$ cat src/rtl/dcsc_pkg.sv
// Shared types and constants for the DMA chain shadow checker.
package dcsc_pkg;

    localparam int CHAN_MAX_W = 4;
    localparam int SLOT_MAX_W = 8;
    localparam int SLOT_WORDS = 8;

    localparam logic [2:0] CFG_PROTECT_LOW  = 3'd0;
    localparam logic [2:0] CFG_PROTECT_HIGH = 3'd1;
    localparam logic [2:0] CFG_PHYS_MASK    = 3'd2;
    localparam logic [2:0] CFG_BUS_ALIAS    = 3'd3;
    localparam logic [2:0] CFG_SHADOW_BASE  = 3'd4;

    typedef enum logic [2:0] {
        ST_CONTINUE   = 3'd0,
        ST_CHAIN_DONE = 3'd1,
        ST_SRC_VIOL   = 3'd2,
        ST_DST_VIOL   = 3'd3,
        ST_OVERFLOW   = 3'd4,
        ST_IGNORED    = 3'd5
    } t_status;

    // which shadow slot the rewritten next link points at
    typedef enum logic [1:0] {
        LK_NONE = 2'd0,
        LK_HEAD = 2'd1,
        LK_PREV = 2'd2,
        LK_NEXT = 2'd3
    } t_link;

    typedef enum logic [1:0] {
        BK_IDLE = 2'd0,
        BK_RUN  = 2'd1,
        BK_DONE = 2'd2
    } t_back_state;

    typedef struct packed {
        t_status                       status;
        t_link                         link;
        logic [CHAN_MAX_W-1:0]         chan;
        logic [SLOT_MAX_W-1:0]         slot;
        logic [31:0]                   fetch;
        logic [SLOT_WORDS-1:0][31:0]   words;
    } t_cmd;

    typedef struct packed {
        logic full;
        logic empty;
    } t_queue_status;

endpackage

$ cat src/rtl/dcsc_front.sv
// Front end: checks each request against the window and tracks chain state.
module dcsc_front #(
    parameter int CHANNELS    = 16,
    parameter int MAX_RECORDS = 16
) (
    input  logic                i_clk,
    input  logic                i_rst_n,
    input  logic                i_accept,
    input  logic [31:0]         i_protect_low,
    input  logic [31:0]         i_protect_high,
    input  logic [31:0]         i_phys_mask,
    input  logic                i_first_record,
    input  logic [3:0]          i_channel,
    input  logic [31:0]         i_head_addr,
    input  logic [31:0]         i_transfer_info,
    input  logic [31:0]         i_src_addr,
    input  logic [31:0]         i_dst_addr,
    input  logic [31:0]         i_length,
    input  logic [31:0]         i_stride,
    input  logic [31:0]         i_next_addr,
    input  logic [31:0]         i_reserved_a,
    input  logic [31:0]         i_reserved_b,
    output dcsc_pkg::t_cmd      o_cmd
);
    import dcsc_pkg::*;

    localparam int SLOT_W = $clog2(MAX_RECORDS);
    localparam int CH_W   = (CHANNELS > 1) ? $clog2(CHANNELS) : 1;
    localparam logic [SLOT_W-1:0] LAST_SLOT = SLOT_W'(MAX_RECORDS - 1);
    localparam logic [4:0]        CHAN_LIM  = 5'(CHANNELS);

    logic [SLOT_W-1:0] r_count,   n_count;
    logic [31:0]       r_cur,     n_cur;
    logic [31:0]       r_prev,    n_prev;
    logic              r_prev_ok, n_prev_ok;
    logic [31:0]       r_head,    n_head;
    logic [CH_W-1:0]   r_chan,    n_chan;
    logic              r_aborted, n_aborted;

    logic        chan_ok;
    logic        ab_e;
    logic [31:0] src_pa, dst_pa, next_pa;
    logic        src_hit, dst_hit;
    t_status     status;
    t_link       link;

    always_comb begin
        chan_ok   = {1'b0, i_channel} < CHAN_LIM;
        n_count   = r_count;
        n_cur     = r_cur;
        n_prev    = r_prev;
        n_prev_ok = r_prev_ok;
        n_head    = r_head;
        n_chan    = r_chan;
        ab_e      = r_aborted;

        // a head record restarts the chain, unless its channel is out of range
        if (i_first_record) begin
            if (chan_ok) begin
                n_count   = '0;
                n_cur     = i_head_addr & i_phys_mask;
                n_prev    = '0;
                n_prev_ok = 1'b0;
                n_head    = i_head_addr;
                n_chan    = i_channel[CH_W-1:0];
                ab_e      = 1'b0;
            end else begin
                ab_e = 1'b1;
            end
        end

        src_pa  = i_src_addr & i_phys_mask;
        dst_pa  = i_dst_addr & i_phys_mask;
        next_pa = i_next_addr & i_phys_mask;
        src_hit = (src_pa >= i_protect_low) && (src_pa < i_protect_high);
        dst_hit = (dst_pa >= i_protect_low) && (dst_pa < i_protect_high);

        link = LK_NONE;
        if (ab_e) begin
            status = ST_IGNORED;
        end else if (src_hit) begin
            status = ST_SRC_VIOL;
        end else if (dst_hit) begin
            status = ST_DST_VIOL;
        end else if (i_next_addr == 32'd0) begin
            status = ST_CHAIN_DONE;
        end else if (i_next_addr == n_head) begin
            status = ST_CHAIN_DONE;
            link   = LK_HEAD;
        end else if (n_prev_ok && (n_count != '0) && (next_pa == n_prev)) begin
            status = ST_CHAIN_DONE;
            link   = LK_PREV;
        end else if (n_count == LAST_SLOT) begin
            status = ST_OVERFLOW;
        end else begin
            status = ST_CONTINUE;
            link   = LK_NEXT;
        end

        n_aborted = (status != ST_CONTINUE);

        o_cmd          = '0;
        o_cmd.status   = status;
        o_cmd.link     = link;
        o_cmd.chan     = CHAN_MAX_W'(n_chan);
        o_cmd.slot     = ab_e ? '0 : SLOT_MAX_W'(n_count);
        o_cmd.fetch    = (status == ST_CONTINUE) ? next_pa : 32'd0;
        o_cmd.words[0] = i_transfer_info;
        o_cmd.words[1] = i_src_addr;
        o_cmd.words[2] = i_dst_addr;
        o_cmd.words[3] = i_length;
        o_cmd.words[4] = i_stride;
        o_cmd.words[5] = i_next_addr;
        o_cmd.words[6] = i_reserved_a;
        o_cmd.words[7] = i_reserved_b;

        if (status == ST_CONTINUE) begin
            n_prev    = n_cur;
            n_prev_ok = 1'b1;
            n_cur     = next_pa;
            n_count   = n_count + SLOT_W'(1);
        end
    end

    always_ff @(posedge i_clk) begin
        if (!i_rst_n) begin
            r_count   <= '0;
            r_cur     <= '0;
            r_prev    <= '0;
            r_prev_ok <= 1'b0;
            r_head    <= '0;
            r_chan    <= '0;
            r_aborted <= 1'b1;
        end else if (i_accept) begin
            r_count   <= n_count;
            r_cur     <= n_cur;
            r_prev    <= n_prev;
            r_prev_ok <= n_prev_ok;
            r_head    <= n_head;
            r_chan    <= n_chan;
            r_aborted <= n_aborted;
        end
    end

endmodule

$ cat src/rtl/dcsc_queue.sv
// Two-entry command queue between front and back.
module dcsc_queue (
    input  logic                     i_clk,
    input  logic                     i_rst_n,
    input  logic                     i_push,
    input  dcsc_pkg::t_cmd           i_data,
    input  logic                     i_pop,
    output dcsc_pkg::t_cmd           o_data,
    output dcsc_pkg::t_queue_status  o_status
);
    import dcsc_pkg::*;

    t_cmd       r_mem [2];
    logic       r_wr_ptr, n_wr_ptr;
    logic       r_rd_ptr, n_rd_ptr;
    logic [1:0] r_count,  n_count;

    always_comb begin
        n_wr_ptr = r_wr_ptr ^ i_push;
        n_rd_ptr = r_rd_ptr ^ i_pop;
        n_count  = r_count + {1'b0, i_push} - {1'b0, i_pop};
        o_data   = r_mem[r_rd_ptr];
        o_status.full  = (r_count == 2'd2);
        o_status.empty = (r_count == 2'd0);
    end

    always_ff @(posedge i_clk) begin
        if (!i_rst_n) begin
            r_wr_ptr <= 1'b0;
            r_rd_ptr <= 1'b0;
            r_count  <= 2'd0;
        end else begin
            r_wr_ptr <= n_wr_ptr;
            r_rd_ptr <= n_rd_ptr;
            r_count  <= n_count;
        end
    end

    always_ff @(posedge i_clk) begin
        if (i_push) begin
            r_mem[r_wr_ptr] <= i_data;
        end
    end

endmodule

$ cat src/rtl/dcsc_back.sv
// Back end: writes shadow slots word by word and forms the result.
module dcsc_back #(
    parameter int CHANNELS    = 16,
    parameter int MAX_RECORDS = 16
) (
    input  logic                     i_clk,
    input  logic                     i_rst_n,
    input  logic [31:0]              i_bus_alias,
    input  logic [31:0]              i_shadow_base,
    input  dcsc_pkg::t_cmd           i_cmd,
    input  dcsc_pkg::t_queue_status  i_q,
    output logic                     o_pop,
    output logic                     o_valid,
    input  logic                     i_stall,
    output logic [2:0]               o_status,
    output logic [3:0]               o_slot_index,
    output logic [31:0]              o_shadow_next,
    output logic [31:0]              o_fetch_addr,
    output logic                     o_chain_done,
    output logic [31:0]              o_shadow_head
);
    import dcsc_pkg::*;

    localparam int SLOT_W = $clog2(MAX_RECORDS);
    localparam int CH_W   = (CHANNELS > 1) ? $clog2(CHANNELS) : 1;
    localparam int LIN_N  = CHANNELS * MAX_RECORDS;
    localparam int LIN_W  = $clog2(LIN_N);
    localparam int DEPTH  = LIN_N * SLOT_WORDS;
    localparam int ADDR_W = LIN_W + 3;
    localparam logic [LIN_W-1:0] MAXR = LIN_W'(MAX_RECORDS);
    localparam logic [2:0]       NEXT_WORD = 3'd5;
    localparam logic [2:0]       LAST_WORD = 3'd7;

    logic [31:0] r_mem [DEPTH];

    t_back_state      r_state, n_state;
    logic [2:0]       r_step,  n_step;
    logic             r_out_valid, n_out_valid;
    t_cmd             r_cmd;
    logic [LIN_W-1:0] r_lin_base, r_lin;
    logic [31:0]      r_head_bus, r_snext;
    logic [2:0]       r_o_status;
    logic [3:0]       r_o_slot;
    logic [31:0]      r_o_snext, r_o_fetch, r_o_head;
    logic             r_o_done;

    logic             start, load_out, out_free;
    logic [LIN_W-1:0] pop_base, pop_lin, lin_sel;
    logic [31:0]      bus;
    logic             wen;
    logic [ADDR_W-1:0] waddr;
    logic [31:0]      wdata;
    logic [SLOT_W+3:0] slot_ext;
    logic             ign;

    always_comb begin
        out_free = !r_out_valid || !i_stall;
        start    = 1'b0;
        load_out = 1'b0;
        n_state  = r_state;
        n_step   = r_step;
        case (r_state)
            BK_IDLE: begin
                start = !i_q.empty;
            end
            BK_RUN: begin
                if (r_step == LAST_WORD) begin
                    if (out_free) begin
                        load_out = 1'b1;
                        start    = !i_q.empty;
                        n_state  = BK_IDLE;
                    end else begin
                        n_state = BK_DONE;
                    end
                end else begin
                    n_step = r_step + 3'd1;
                end
            end
            BK_DONE: begin
                if (out_free) begin
                    load_out = 1'b1;
                    start    = !i_q.empty;
                    n_state  = BK_IDLE;
                end
            end
            default: begin
                n_state = BK_IDLE;
            end
        endcase
        if (start) begin
            n_state = (i_cmd.status == ST_IGNORED) ? BK_DONE : BK_RUN;
            n_step  = 3'd0;
        end
        o_pop = start;

        pop_base = LIN_W'(i_cmd.chan[CH_W-1:0]) * MAXR;
        pop_lin  = pop_base + LIN_W'(i_cmd.slot[SLOT_W-1:0]);

        // one shared address adder: head slot first, then the link target
        if (r_step == 3'd0) begin
            lin_sel = r_lin_base;
        end else begin
            case (r_cmd.link)
                LK_HEAD: lin_sel = r_lin_base;
                LK_PREV: lin_sel = r_lin - LIN_W'(1);
                LK_NEXT: lin_sel = r_lin + LIN_W'(1);
                default: lin_sel = r_lin;
            endcase
        end
        bus = (i_shadow_base + 32'({lin_sel, 5'b0})) | i_bus_alias;

        case (r_cmd.status)
            ST_CONTINUE, ST_CHAIN_DONE: wen = 1'b1;
            ST_OVERFLOW:                wen = (r_step != NEXT_WORD);
            default:                    wen = 1'b0;
        endcase
        wen   = wen && (r_state == BK_RUN);
        waddr = {r_lin, r_step};
        wdata = (r_step == NEXT_WORD) ? r_snext : r_cmd.words[r_step];

        n_out_valid = load_out ? 1'b1 : (r_out_valid && i_stall);
        ign         = (r_cmd.status == ST_IGNORED);
        slot_ext    = {4'b0, r_cmd.slot[SLOT_W-1:0]};
    end

    always_ff @(posedge i_clk) begin
        if (!i_rst_n) begin
            r_state     <= BK_IDLE;
            r_step      <= 3'd0;
            r_out_valid <= 1'b0;
        end else begin
            r_state     <= n_state;
            r_step      <= n_step;
            r_out_valid <= n_out_valid;
        end
    end

    always_ff @(posedge i_clk) begin
        if (start) begin
            r_cmd      <= i_cmd;
            r_lin_base <= pop_base;
            r_lin      <= pop_lin;
        end
        if (r_state == BK_RUN && r_step == 3'd0) begin
            r_head_bus <= bus;
        end
        if (r_state == BK_RUN && r_step == 3'd1) begin
            r_snext <= (r_cmd.link == LK_NONE) ? 32'd0 : bus;
        end
        if (load_out) begin
            r_o_status <= r_cmd.status;
            r_o_slot   <= ign ? 4'd0 : slot_ext[3:0];
            r_o_snext  <= ign ? 32'd0 : r_snext;
            r_o_fetch  <= r_cmd.fetch;
            r_o_done   <= (r_cmd.status != ST_CONTINUE);
            r_o_head   <= ign ? 32'd0 : r_head_bus;
        end
    end

    always_ff @(posedge i_clk) begin
        if (wen) begin
            r_mem[waddr] <= wdata;
        end
    end

    assign o_valid       = r_out_valid;
    assign o_status      = r_o_status;
    assign o_slot_index  = r_o_slot;
    assign o_shadow_next = r_o_snext;
    assign o_fetch_addr  = r_o_fetch;
    assign o_chain_done  = r_o_done;
    assign o_shadow_head = r_o_head;

endmodule

$ cat src/rtl/dma_chain_shadow_checker_top.sv
// Top level of the DMA chain shadow checker: config registers and wiring.
//
//  channel   signals                          direction
//  --------  -------------------------------  ---------------------------
//  record    i_valid / o_stall + fields       in, one request per record
//  result    o_valid / i_stall + fields       out, one request per record
//  config    i_cfg_we, i_cfg_idx, i_cfg_data  in, write only
//
// A checked record steps through its shadow slot one word per cycle through
// the single store write port; continue and chain-done records write every
// word, an overflow all but the next link and a violation none. An ignored
// record skips the word steps.
// Reset clears control state only; the shadow store is not cleared.
// A two-entry queue takes records while results stall, until it is full.
module dma_chain_shadow_checker_top #(
    parameter int CHANNELS    = 16,
    parameter int MAX_RECORDS = 16
) (
    input  logic        i_clk,
    input  logic        i_rst_n,
    input  logic        i_cfg_we,
    input  logic [2:0]  i_cfg_idx,
    input  logic [31:0] i_cfg_data,
    input  logic        i_valid,
    output logic        o_stall,
    input  logic        i_first_record,
    input  logic [3:0]  i_channel,
    input  logic [31:0] i_head_addr,
    input  logic [31:0] i_transfer_info,
    input  logic [31:0] i_src_addr,
    input  logic [31:0] i_dst_addr,
    input  logic [31:0] i_length,
    input  logic [31:0] i_stride,
    input  logic [31:0] i_next_addr,
    input  logic [31:0] i_reserved_a,
    input  logic [31:0] i_reserved_b,
    output logic        o_valid,
    input  logic        i_stall,
    output logic [2:0]  o_status,
    output logic [3:0]  o_slot_index,
    output logic [31:0] o_shadow_next,
    output logic [31:0] o_fetch_addr,
    output logic        o_chain_done,
    output logic [31:0] o_shadow_head
);
    import dcsc_pkg::*;

    logic [31:0] r_protect_low, r_protect_high, r_phys_mask, r_bus_alias, r_shadow_base;

    t_cmd          front_cmd, q_cmd;
    t_queue_status q_stat;
    logic          accept, pop;

    assign o_stall = q_stat.full;
    assign accept  = i_valid && !q_stat.full;

    always_ff @(posedge i_clk) begin
        if (!i_rst_n) begin
            r_protect_low  <= 32'h0000_0000;
            r_protect_high <= 32'h0000_0000;
            r_phys_mask    <= 32'h3FFF_FFFF;
            r_bus_alias    <= 32'hC000_0000;
            r_shadow_base  <= 32'h0000_0000;
        end else if (i_cfg_we) begin
            case (i_cfg_idx)
                CFG_PROTECT_LOW:  r_protect_low  <= i_cfg_data;
                CFG_PROTECT_HIGH: r_protect_high <= i_cfg_data;
                CFG_PHYS_MASK:    r_phys_mask    <= i_cfg_data;
                CFG_BUS_ALIAS:    r_bus_alias    <= i_cfg_data;
                CFG_SHADOW_BASE:  r_shadow_base  <= i_cfg_data;
                default: ;
            endcase
        end
    end

    dcsc_front #(
        .CHANNELS    (CHANNELS),
        .MAX_RECORDS (MAX_RECORDS)
    ) u_front (
        .i_clk           (i_clk),
        .i_rst_n         (i_rst_n),
        .i_accept        (accept),
        .i_protect_low   (r_protect_low),
        .i_protect_high  (r_protect_high),
        .i_phys_mask     (r_phys_mask),
        .i_first_record  (i_first_record),
        .i_channel       (i_channel),
        .i_head_addr     (i_head_addr),
        .i_transfer_info (i_transfer_info),
        .i_src_addr      (i_src_addr),
        .i_dst_addr      (i_dst_addr),
        .i_length        (i_length),
        .i_stride        (i_stride),
        .i_next_addr     (i_next_addr),
        .i_reserved_a    (i_reserved_a),
        .i_reserved_b    (i_reserved_b),
        .o_cmd           (front_cmd)
    );

    dcsc_queue u_queue (
        .i_clk    (i_clk),
        .i_rst_n  (i_rst_n),
        .i_push   (accept),
        .i_data   (front_cmd),
        .i_pop    (pop),
        .o_data   (q_cmd),
        .o_status (q_stat)
    );

    dcsc_back #(
        .CHANNELS    (CHANNELS),
        .MAX_RECORDS (MAX_RECORDS)
    ) u_back (
        .i_clk         (i_clk),
        .i_rst_n       (i_rst_n),
        .i_bus_alias   (r_bus_alias),
        .i_shadow_base (r_shadow_base),
        .i_cmd         (q_cmd),
        .i_q           (q_stat),
        .o_pop         (pop),
        .o_valid       (o_valid),
        .i_stall       (i_stall),
        .o_status      (o_status),
        .o_slot_index  (o_slot_index),
        .o_shadow_next (o_shadow_next),
        .o_fetch_addr  (o_fetch_addr),
        .o_chain_done  (o_chain_done),
        .o_shadow_head (o_shadow_head)
    );

endmodule

$ cat config.mk
export PLATFORM = sky130hd
export DESIGN_NAME = dma_chain_shadow_checker_top
export DESIGN_NICKNAME = d
export VERILOG_FILES = /design/src/rtl/dcsc_pkg.sv /design/src/rtl/dcsc_front.sv /design/src/rtl/dcsc_queue.sv /design/src/rtl/dcsc_back.sv /design/src/rtl/dma_chain_shadow_checker_top.sv
export SDC_FILE = /design/constraint.sdc
export NUM_CORES = 1
export LEC_CHECK = 0
export BUFFER_PORTS_ARGS = -buffer_cell sky130_fd_sc_hd__buf_2
export CORE_MARGIN = 4
export CORE_UTILIZATION = 55
export DETAILED_ROUTE_END_ITERATION = 7
export GPL_TIMING_DRIVEN = 0
export PLACE_DENSITY = 0.78
export SYNTH_ARGS = -nofsm -noshare
export SYNTH_HDL_FRONTEND = slang
export SYNTH_HIERARCHICAL = 1
export SYNTH_SLANG_ARGS = --single-unit
$ cat constraint.sdc
create_clock -name i_clk -period 14.13 [get_ports i_clk]
set_clock_uncertainty 0.2 [all_clocks]
set_input_delay 1.413 -clock i_clk [delete_from_list [all_inputs] [get_ports i_clk]]
set_output_delay 1.413 -clock i_clk [all_outputs]
set_load 0.01 [all_outputs]
Word level (Yosys, flattened, before mapping)
Memory sizes are Yosys's and may differ from the RTL's. A register that Yosys moved wholly into a read port is not among the register bits.
Cells that the tools add are included.
{ "word_totals": {"register_bits": 497, "ramBits": 602, "output_inout_bits": 106, "mem_count": 1} }
{ "op_classes": {"n_addsub": 8, "order_cmp": 4, "n_eq_ne": 20, "mux": 45, "bitwise_logic": 9, "n_reduce_logical": 31} }
{ "memory_table": {"columns": ["memory", "words", "width", "rd", "rd_clocked_by_memory_dff", "write_ports", "line", "rtl"], "rows": [
  ["u_queue.r_mem", 2, 301, 1, 1, 1, "dcsc_queue.sv:13", "t_cmd r_mem [2];"]
]} }
{ "op_table": {"columns": ["cell", "count"], "rows": [
  ["$mux 32", 6],
  ["$and 32x32->32", 4],
  ["$eq 32x32->1", 2],
  ["$ge 32x32->1", 2],
  ["$lt 32x32->1", 2],
  ["$add 32x13->32", 1],
  ["$logic_not 32->1", 1],
  ["$or 32x32->32", 1],
  ["$mux 2", 12],
  ["$pmux 8 s3", 1],
  ["$mux 3", 7],
  ["$mux 4", 4],
  ["$eq 3x3->1 const B", 4],
  ["$reduce_and 2->1", 6],
  ["$mux 1", 11],
  ["$logic_not 3->1", 3],
  ["$add 8x1->8 const B", 1],
  ["$add 8x4->8", 1],
  ["$eq 2x2->1 const B", 4],
  ["$logic_and 1x1->1", 8],
  ["$mux 8", 1],
  ["$sub 8x1->8 const B", 1],
  ["$eq 3x1->1 const B", 2],
  ["$eq 3x2->1 const B", 2],
  ["other kinds (20)", 30]
]} }

Depth between registers and ports, before layout
Gate-level depths: netlist of the first run.
{ "depth": {"word_depth": 12, "mapped_depth": 19, "depth_no_buf": 16} }

Hierarchy
Netlist of the first run, hierarchy kept.
{ "modules_own_cells": {"columns": ["mod", "instances", "cells_per_inst", "area_per_inst_um2"], "rows": [
  ["dcsc_queue", 1, 970, 22412.7],
  ["dcsc_front", 1, 1561, 11941.5],
  ["dcsc_back", 1, 591, 8917.3],
  ["dma_chain_shadow_checker_top", 1, 594, 6164.7]
]} }

Worst setup path after synthesis of the first run
OpenSTA, ideal clock, no wires.
{ "synth_path": {"path_kind": "input to register", "start": "in i_valid", "end": "mem u_queue/r_mem[0][0] in the netlist's numbering, enable pin", "setup_time_ns": 0.707, "arrival_ns": 8.694, "required_time_ns": 13.223, "setup_slack_ns": 4.528, "stages": 2, "n_path_buf": 0, "cell_sequence": "nor2b_1 ha_1"} }
{ "synth_via": {"elab_chain_len": 3} }
{ "synth_lines": {"columns": ["item", "line", "rtl"], "rows": [
  ["from (decl)", "dma_chain_shadow_checker_top.sv:24", "input logic i_valid,"],
  ["$logic_and 1x1->1", "dma_chain_shadow_checker_top.sv:55", "assign accept = i_valid && !q_stat.full;"],
  ["$mux 1", "dcsc_queue.sv:40", "if (i_push) begin"],
  ["$mux 1 (not written as such)", "dcsc_queue.sv:41", "r_mem[r_wr_ptr] <= i_data;"],
  ["to (decl)", "dcsc_queue.sv:13", null]
]} }
No other way between the ends.

==> summary.md, run 1 <==
| Metric | Value |
|---|---|
| Outcome | `finished, violations left` |
| Failing checks | `DRC` |
| Post-CTS setup buffer count | `0` |
| Via density per instance | `5.962` |
| Fmax | `roughly 0.15 GHz` |
| DIE WIDTH | `around 240 um` |
| Antenna viol nets, final | `0` |
| Top Registers | `u_queue/r_mem x90, u_back/r_cmd x40` |
| Placed Instances | `3,609` |
| Most frequent cells in the layout | `nand2_1, buf_2, edfxtp_1` |
| Max cap viols | `0` |
| Post-Syn Area | `around 0.029 mm2` |
| Worst Hold Class | `reg2reg` |
| Total grt overflow | `0` |
| Post-CTS Hold Fix Bufs | `0` |
| Final instance area | `around 0.033 mm2` |
| Worst R2R Path Depth | `12` |
| Buffers on Ports | `approximately 280` |
| Hold path depth | `0` |
| Syn avg cell area | `between 10 and 15 um2` |
| CTS resizes | `0` |
| CP most frequent cell | `buf_2` |
| CTS buffer count | `59` |
| Leak | `about 0.013 uW` |
| Setup violations, final | `0` |
| Gpl congestion | `0.9667` |
| Synth Net Count | `3,134` |
| WL per Instance | `24.67 um` |
| Buf/Inv on CP | `11` |
| Endpoint class of the critical path | `flop` |
| Initial DRT Pass Iterations | `7` |
| Synthesized instance count | `2,648` |
| Post-Route WL | `between 90,000 and 100,000 um` |
| Reg2reg end | `u_queue/r_mem[1][256]` |
| Total die area | `roughly 0.056 mm2` |
| Slowest CP cell | `clkbuf_1` |
| Root Buffer | `clkbuf_16` |
| Critical Path Max Stage Delay | `~0.80 ns` |
| Period minus WS final | `roughly 6.7 ns` |
| HP Start | `u_back/r_cmd[271]` |
| H-Tree Depth | `2` |
| Pin count of the biggest net entering global routing | `70` |
| Clk Latency, worst-skew pair | `approximately 0.64 ns` |
| Leading cell type in the layout, fill and taps excluded | `nand2_1` |
| Critical Path Source Type | `primary input` |
| Initial Util | `55.62%` |
| I/O Pins | `439` |
| Hold Crit Endpoint | `u_back/o_fetch_addr[15]` |
| FF-to-FF setup slack | `8.81 ns` |
| CP cell instances | `buf_6 -> buf_6 -> buf_2 -> buf_2 -> clkbuf_1 -> clkbuf_1 -> clkbuf_1 -> nand2b_1 -> ha_1 -> o2bb2ai_1 -> a2111oi_1 -> buf_2 -> and3_1 -> nand4_1 -> nand3b_1 -> nand4b_1 -> buf_2 -> buf_2 -> buf_2 -> nor2_1` |
| Final net count | `3,477` |
| R2r startpoint | `r_phys_mask[18]` |
| Core Area | `between 0.05 and 0.06 mm2` |
| RSZ-0062 raised after global routing | `false` |
| Max Fanout on Critical Path | `10` |
| # DRC | `1` |
| Vias after detailed routing | `between 20k and 25k` |
| Power consumption | `4783 uW` |
| Placed cell area | `0.03093 mm2` |
| CTS tree | `built` |
| Critical setup path kind | `in2reg` |
| Die Ht | `about 240 um` |
| Final Cycle Share | `47.57%` |
| Initial DRC Count | `roughly 2.2k` |
| Final slew viol count | `0` |
| Maximum root-to-sink buffer count | `3` |
| Max FFs per register | `90` |
| P&R area growth vs syn | `14.94%` |
| Vias in the first global route | `about 22k` |
| Final Non-Filler Cells | `3,723` |
| Initial antenna violation count | `3` |
| Hold Vio Cnt, Final | `0` |
| # clock sinks | `580` |
| First-pass GRT wire length | `about 130,000 um` |
| Worst-Margin Slew | `between 1 and 1.5 ns` |
| CP Data Arrival Time | `about 6.9 ns` |
| Peak supply drop | `~140 uV` |
| Most flop-heavy register | `u_queue/r_mem` |
| Clk pin slew, worst setup/hold paths | `around 0.060 ns` |
| Final setup TNS | `0 ns` |
| FP Rows | `83` |
| Synth Warn # | `6` |
| Final HPWL DP | `71,200 um` |
| Hold WS | `between 0.2 and 0.25 ns` |
| Layout cell share with drive strength beyond 1 | `approximately 17%` |
| Worst path top cell family by delay | `buffers and inverters` |
| Slew HR | `just over 5%` |
| Total track usage | `approximately a third` |
| CP Data Required Time | `around 14 ns` |
| Pwr dens | `approximately 150 mW/mm2` |
worst max path at each step:
| stage | depth (start not counted) | from | to |
|---|---|---|---|
| floorplan | 19 | i_first_record | u_queue/r_mem[0][269] |
| detailed placement | 18 | i_first_record | u_queue/r_mem[0][287] |
| global route | 20 | i_first_record | u_queue/r_mem[1][263] |
| global placement | 18 | i_first_record | u_queue/r_mem[0][287] |
| finish | 20 | i_first_record | u_queue/r_mem[1][263] |
| CTS | 18 | i_first_record | u_queue/r_mem[1][256] |
cell type report:
type	count	area (um2)
inverter	98	367.9
tap	680	850.8
timing repair buffer	282	1479
clock inverter	38	334.1
buffer	129	726.9
sequential	580	14640
clock buffer	71	1573
antenna	4	10.01
fill	4069	18550
multi-input combinational	1841	12870
per-layer routing:
| metal | global-route usage, % | vias up | share of wire (%) |
|---|---|---|---|
| li1 | - | 10240 | - |
| met4 | 12.33 | 0 | 4.2 |
| met5 | 0 | - | 0 |
| met3 | 8.617 | 193 | 9.8 |
| met2 | 48.00 | 1076 | 43 |
| met1 | 44.19 | 10680 | 43 |
stage by stage:
stage / setup WS (ns) / utilization, %
after floorplan: 9.169 / -
after global routing: 7.235 / 63.91
after detailed placement: 6.527 / 60.17
final: 7.409 / 63.92
after global placement: 6.528 / 59.97
after CTS: 7.147 / 63.88
power by group:
| group | internal [uW] | leakage [uW] | switching [uW] | total [uW] |
|---|---|---|---|---|
| clock network | 867 | 0.000910 | 670 | 1540 |
| registers | 2100 | 0.00507 | 99.5 | 2190 |
| logic | 393 | 0.00659 | 658 | 1050 |
Note: power is estimated with default switching activity, not from simulation.
==> run 2: changes to the inputs <==
--- a/config.mk
+++ b/config.mk
@@ -5,12 +5,13 @@
 export SDC_FILE = /design/constraint.sdc
 export NUM_CORES = 1
 export LEC_CHECK = 0
+export ABC_AREA = 1
 export BUFFER_PORTS_ARGS = -buffer_cell sky130_fd_sc_hd__buf_2
 export CORE_MARGIN = 4
 export CORE_UTILIZATION = 55
 export DETAILED_ROUTE_END_ITERATION = 7
 export GPL_TIMING_DRIVEN = 0
-export PLACE_DENSITY = 0.78
+export PLACE_DENSITY = 0.8
 export SYNTH_ARGS = -nofsm -noshare
 export SYNTH_HDL_FRONTEND = slang
 export SYNTH_HIERARCHICAL = 1
==> constraint.sdc (replaced) <==
create_clock -name i_clk -period 5.7 [get_ports i_clk]
set_clock_uncertainty 0.2 [all_clocks]
set_input_delay 0.57 -clock i_clk [delete_from_list [all_inputs] [get_ports i_clk]]
set_output_delay 0.57 -clock i_clk [all_outputs]
set_load 0.01 [all_outputs]
==> run 2 against run 1 <==
  * The flow now finishes without violations
  * Non-clock buffer count increased by 58
  * Final cell count up 31%
  * Sequential share of layout area is 2.4 points lower
  * Combinational power rose to 2.8 times the previous value
  * Worst setup slack worse by 6.1 ns
  * Clock power rose to 2.7 times the previous value
  * Largest power group unchanged
  * Highest routed layer is now met5
==> summary.md, run 2 <==
| Metric | Value |
|---|---|
| Hold path depth | `3 (+3)` |
| CP cell instances | `buf_2 -> buf_4 -> buf_4 -> clkbuf_1 -> nor2_1 -> inv_1 -> ha_1 -> nand2_1 -> nor2_1 -> nor2_1 -> and2_1 -> nand3_1 -> nor2_1 -> nor2_1 -> nand2_1 -> a21oi_1 -> nand2_1 -> buf_2 -> buf_1 -> nor2_1` |
| Power consumption | `12,550 uW (+160%)` |
| Clk pin slew, worst setup/hold paths | `0.06 ns (about the same)` |
| Fmax | `0.2283 GHz` |
| Setup slack at placement | `0.8778 ns (-5.649 ns)` |
| Final HPWL DP | `72,690 um (+2.1%)` |
| CP Data Required Time | `5.89 ns (-8.42 ns)` |
| FP Rows | `85 (+2.4%)` |
| Top Registers | `u_queue/r_mem x90, u_back/r_cmd x40` |
| Buffers on Ports | `278 (+0.36%)` |
| Syn avg cell area | `7.930 um2 (-27%)` |
| Hold Vio Cnt, Final | `0 (unchanged)` |
| Die Ht | `241.0 um (+2.1%)` |
| Vias in the first global route | `24.92k (+14%)` |
| # DRC | `0 (-1)` |
| Leak | `0.01633 uW (+30%)` |
| Synthesized instance count | `3,766 (+42%)` |
| Pwr dens | `361.8 mW/mm2 (+150%)` |
| Vias after detailed routing | `26.60k (+20%)` |
| Most flop-heavy register | `u_queue/r_mem` |
| RSZ-0062 raised after global routing | `false` |
| Root Buffer | `clkbuf_16` |
| CTS resizes | `0 (unchanged)` |
| Initial Util | `55.50% (-0.12 points)` |
| Setup violations, final | `0 (unchanged)` |
| Synth Net Count | `4,252 (+36%)` |
| Initial DRT Pass Iterations | `6 (-1)` |
| Reg2reg end | `u_queue/r_mem[0][286]` |
| HP Start | `i_cfg_data[3]` |
| Period minus WS final | `~4.4 ns` |
| Total grt overflow | `0 (unchanged)` |
| # clock sinks | `580 (unchanged)` |
| Max Fanout on Critical Path | `10 (unchanged)` |
| Total die area | `0.05809 mm2 (+4.3%)` |
| Worst path top cell family by delay | `buffers and inverters` |
| Maximum root-to-sink buffer count | `3 (unchanged)` |
| Buf/Inv on CP | `7 (-4)` |
| Initial antenna violation count | `1 (-2)` |
| Antenna viol nets, final | `0 (unchanged)` |
| CP most frequent cell | `nor2_1` |
| Worst Hold Class | `in2reg` |
| Leading cell type in the layout, fill and taps excluded | `nand2_1` |
| I/O Pins | `439 (unchanged)` |
| Worst R2R Path Depth | `15 (+3)` |
| Worst-Margin Slew | `1.096 ns (-0.2909 ns)` |
| Initial DRC Count | `2,992 (+34%)` |
| Final net count | `4,630 (+33%)` |
| Gpl congestion | `1.007 (+4.1%)` |
| Peak supply drop | `249.7 uV (+83%)` |
| Max cap viols | `0 (unchanged)` |
| Final setup TNS | `0 ns (unchanged)` |
| CTS buffer count | `60 (+1.7%)` |
| First-pass GRT wire length | `139,900 um (+3.7%)` |
| FF-to-FF setup slack | `1.55 ns (-7.26 ns)` |
| CP Data Arrival Time | `4.57 ns (-2.33 ns)` |
| R2r startpoint | `r_phys_mask[30]` |
| Outcome | `completed` |
| Final slew viol count | `0 (unchanged)` |
| CTS tree | `built` |
| Post-Route WL | `92,970 um (+1.2%)` |
| Synth Warn # | `6 (unchanged)` |
| Hold Crit Endpoint | `r_phys_mask[3]` |
| Critical Path Max Stage Delay | `0.71 ns (-0.09 ns)` |
| Layout cell share with drive strength beyond 1 | `13.27% (-3.5 points)` |
| Slew HR | `26.64% (+22 points)` |
| Pin count of the biggest net entering global routing | `36 (-49%)` |
| WL per Instance | `19.01 um (-23%)` |
| Total track usage | `31.29% (-0.58 points)` |
| Clk Latency, worst-skew pair | `0.65 ns (about the same)` |
| Final Cycle Share | `76.84%` |
| Endpoint class of the critical path | `flop` |
| Most frequent cells in the layout | `nand2_1, inv_1, nor2_1` |
| H-Tree Depth | `2 (unchanged)` |
| Max FFs per register | `90 (unchanged)` |
| Critical setup path kind | `in2reg` |
| Critical Path Source Type | `primary input` |
| DIE WIDTH | `241.0 um (+2.1%)` |
| Post-Syn Area | `0.02986 mm2 (+4.5%)` |
| ANT cells | `0 (-4)` |
| Final worst-path setup slack | `1.320 ns (-6.089 ns)` |
| Via density per instance | `5.437 (-8.8%)` |
| Core Area | `0.05381 mm2 (+4.7%)` |
| P&R area growth vs syn | `16.20%` |
| Slowest CP cell | `clkbuf_1` |
-- run 2: worst max path at each step --
stage	start	to	cells past startpoint
after floorplan	u_back/r_step[0]	u_back/o_chain_done	6
after global placement	u_back/r_step[0]	u_back/o_fetch_addr[26]	6
after detailed placement	i_first_record	u_queue/r_mem[0][286]	21
after CTS	i_first_record	u_queue/r_mem[0][286]	21
after global routing	i_first_record	u_queue/r_mem[0][286]	21
final	i_first_record	u_queue/r_mem[0][286]	20
-- run 2: area by class of cell --
class	count	area (um2)
flip-flops and latches	580	14640
fillers	4610	19110
well taps	696	870.8
plain buffers	153	765.7
clock buffers	75	1650
repair buffers	316	1849
clock inverters	39	442.9
multi-input cells	2520	12550
inverters	513	1926
-- run 2: per-layer routing --
| metal | up-vias | global-route usage [%] | share of wire (%) |
|---|---|---|---|
| li1 | 12950 | - | - |
| met1 | 12190 | 42.59 | 42 |
| met2 | 1240 | 49.05 | 44 |
| met3 | 219 | 6.354 | 9.2 |
| met4 | 2 | 13.42 | 4.8 |
| met5 | - | 0 | 0.013 |
-- run 2: timing repair --
action	in CTS	in global routing
hold endpoints to repair	30	0
endpoints found under the setup margin	0	0
hold buffers	30	0
setup buffers	0	0
-- run 2: per-stage QoR --
step	util (%)	instances	hold WS [ns]	cell area, um2
2_1_floorplan	-	3766	0.2003	29870
3_3_place_gp	59.70	4740	0.2024	32130
3_5_place_dp	60.04	4748	0.2045	32310
4_1_cts	64.49	4892	0.005834	34700
5_1_grt	64.49	4892	0.02138	34700
6_report	64.49	4892	0.02844	34700
-- run 2: worst min-delay path, stage by stage --
cell     delay (ns)
buf_2          0.14
nand2_1        0.07
nand3_1        0.06
-- run 2: power by group --
part	internal, uW	total (uW)	leakage, uW	switching [uW]
clock network	2430	4140	0.00105	1720
logic	975	2930	0.0102	1950
registers	5240	5480	0.00506	241
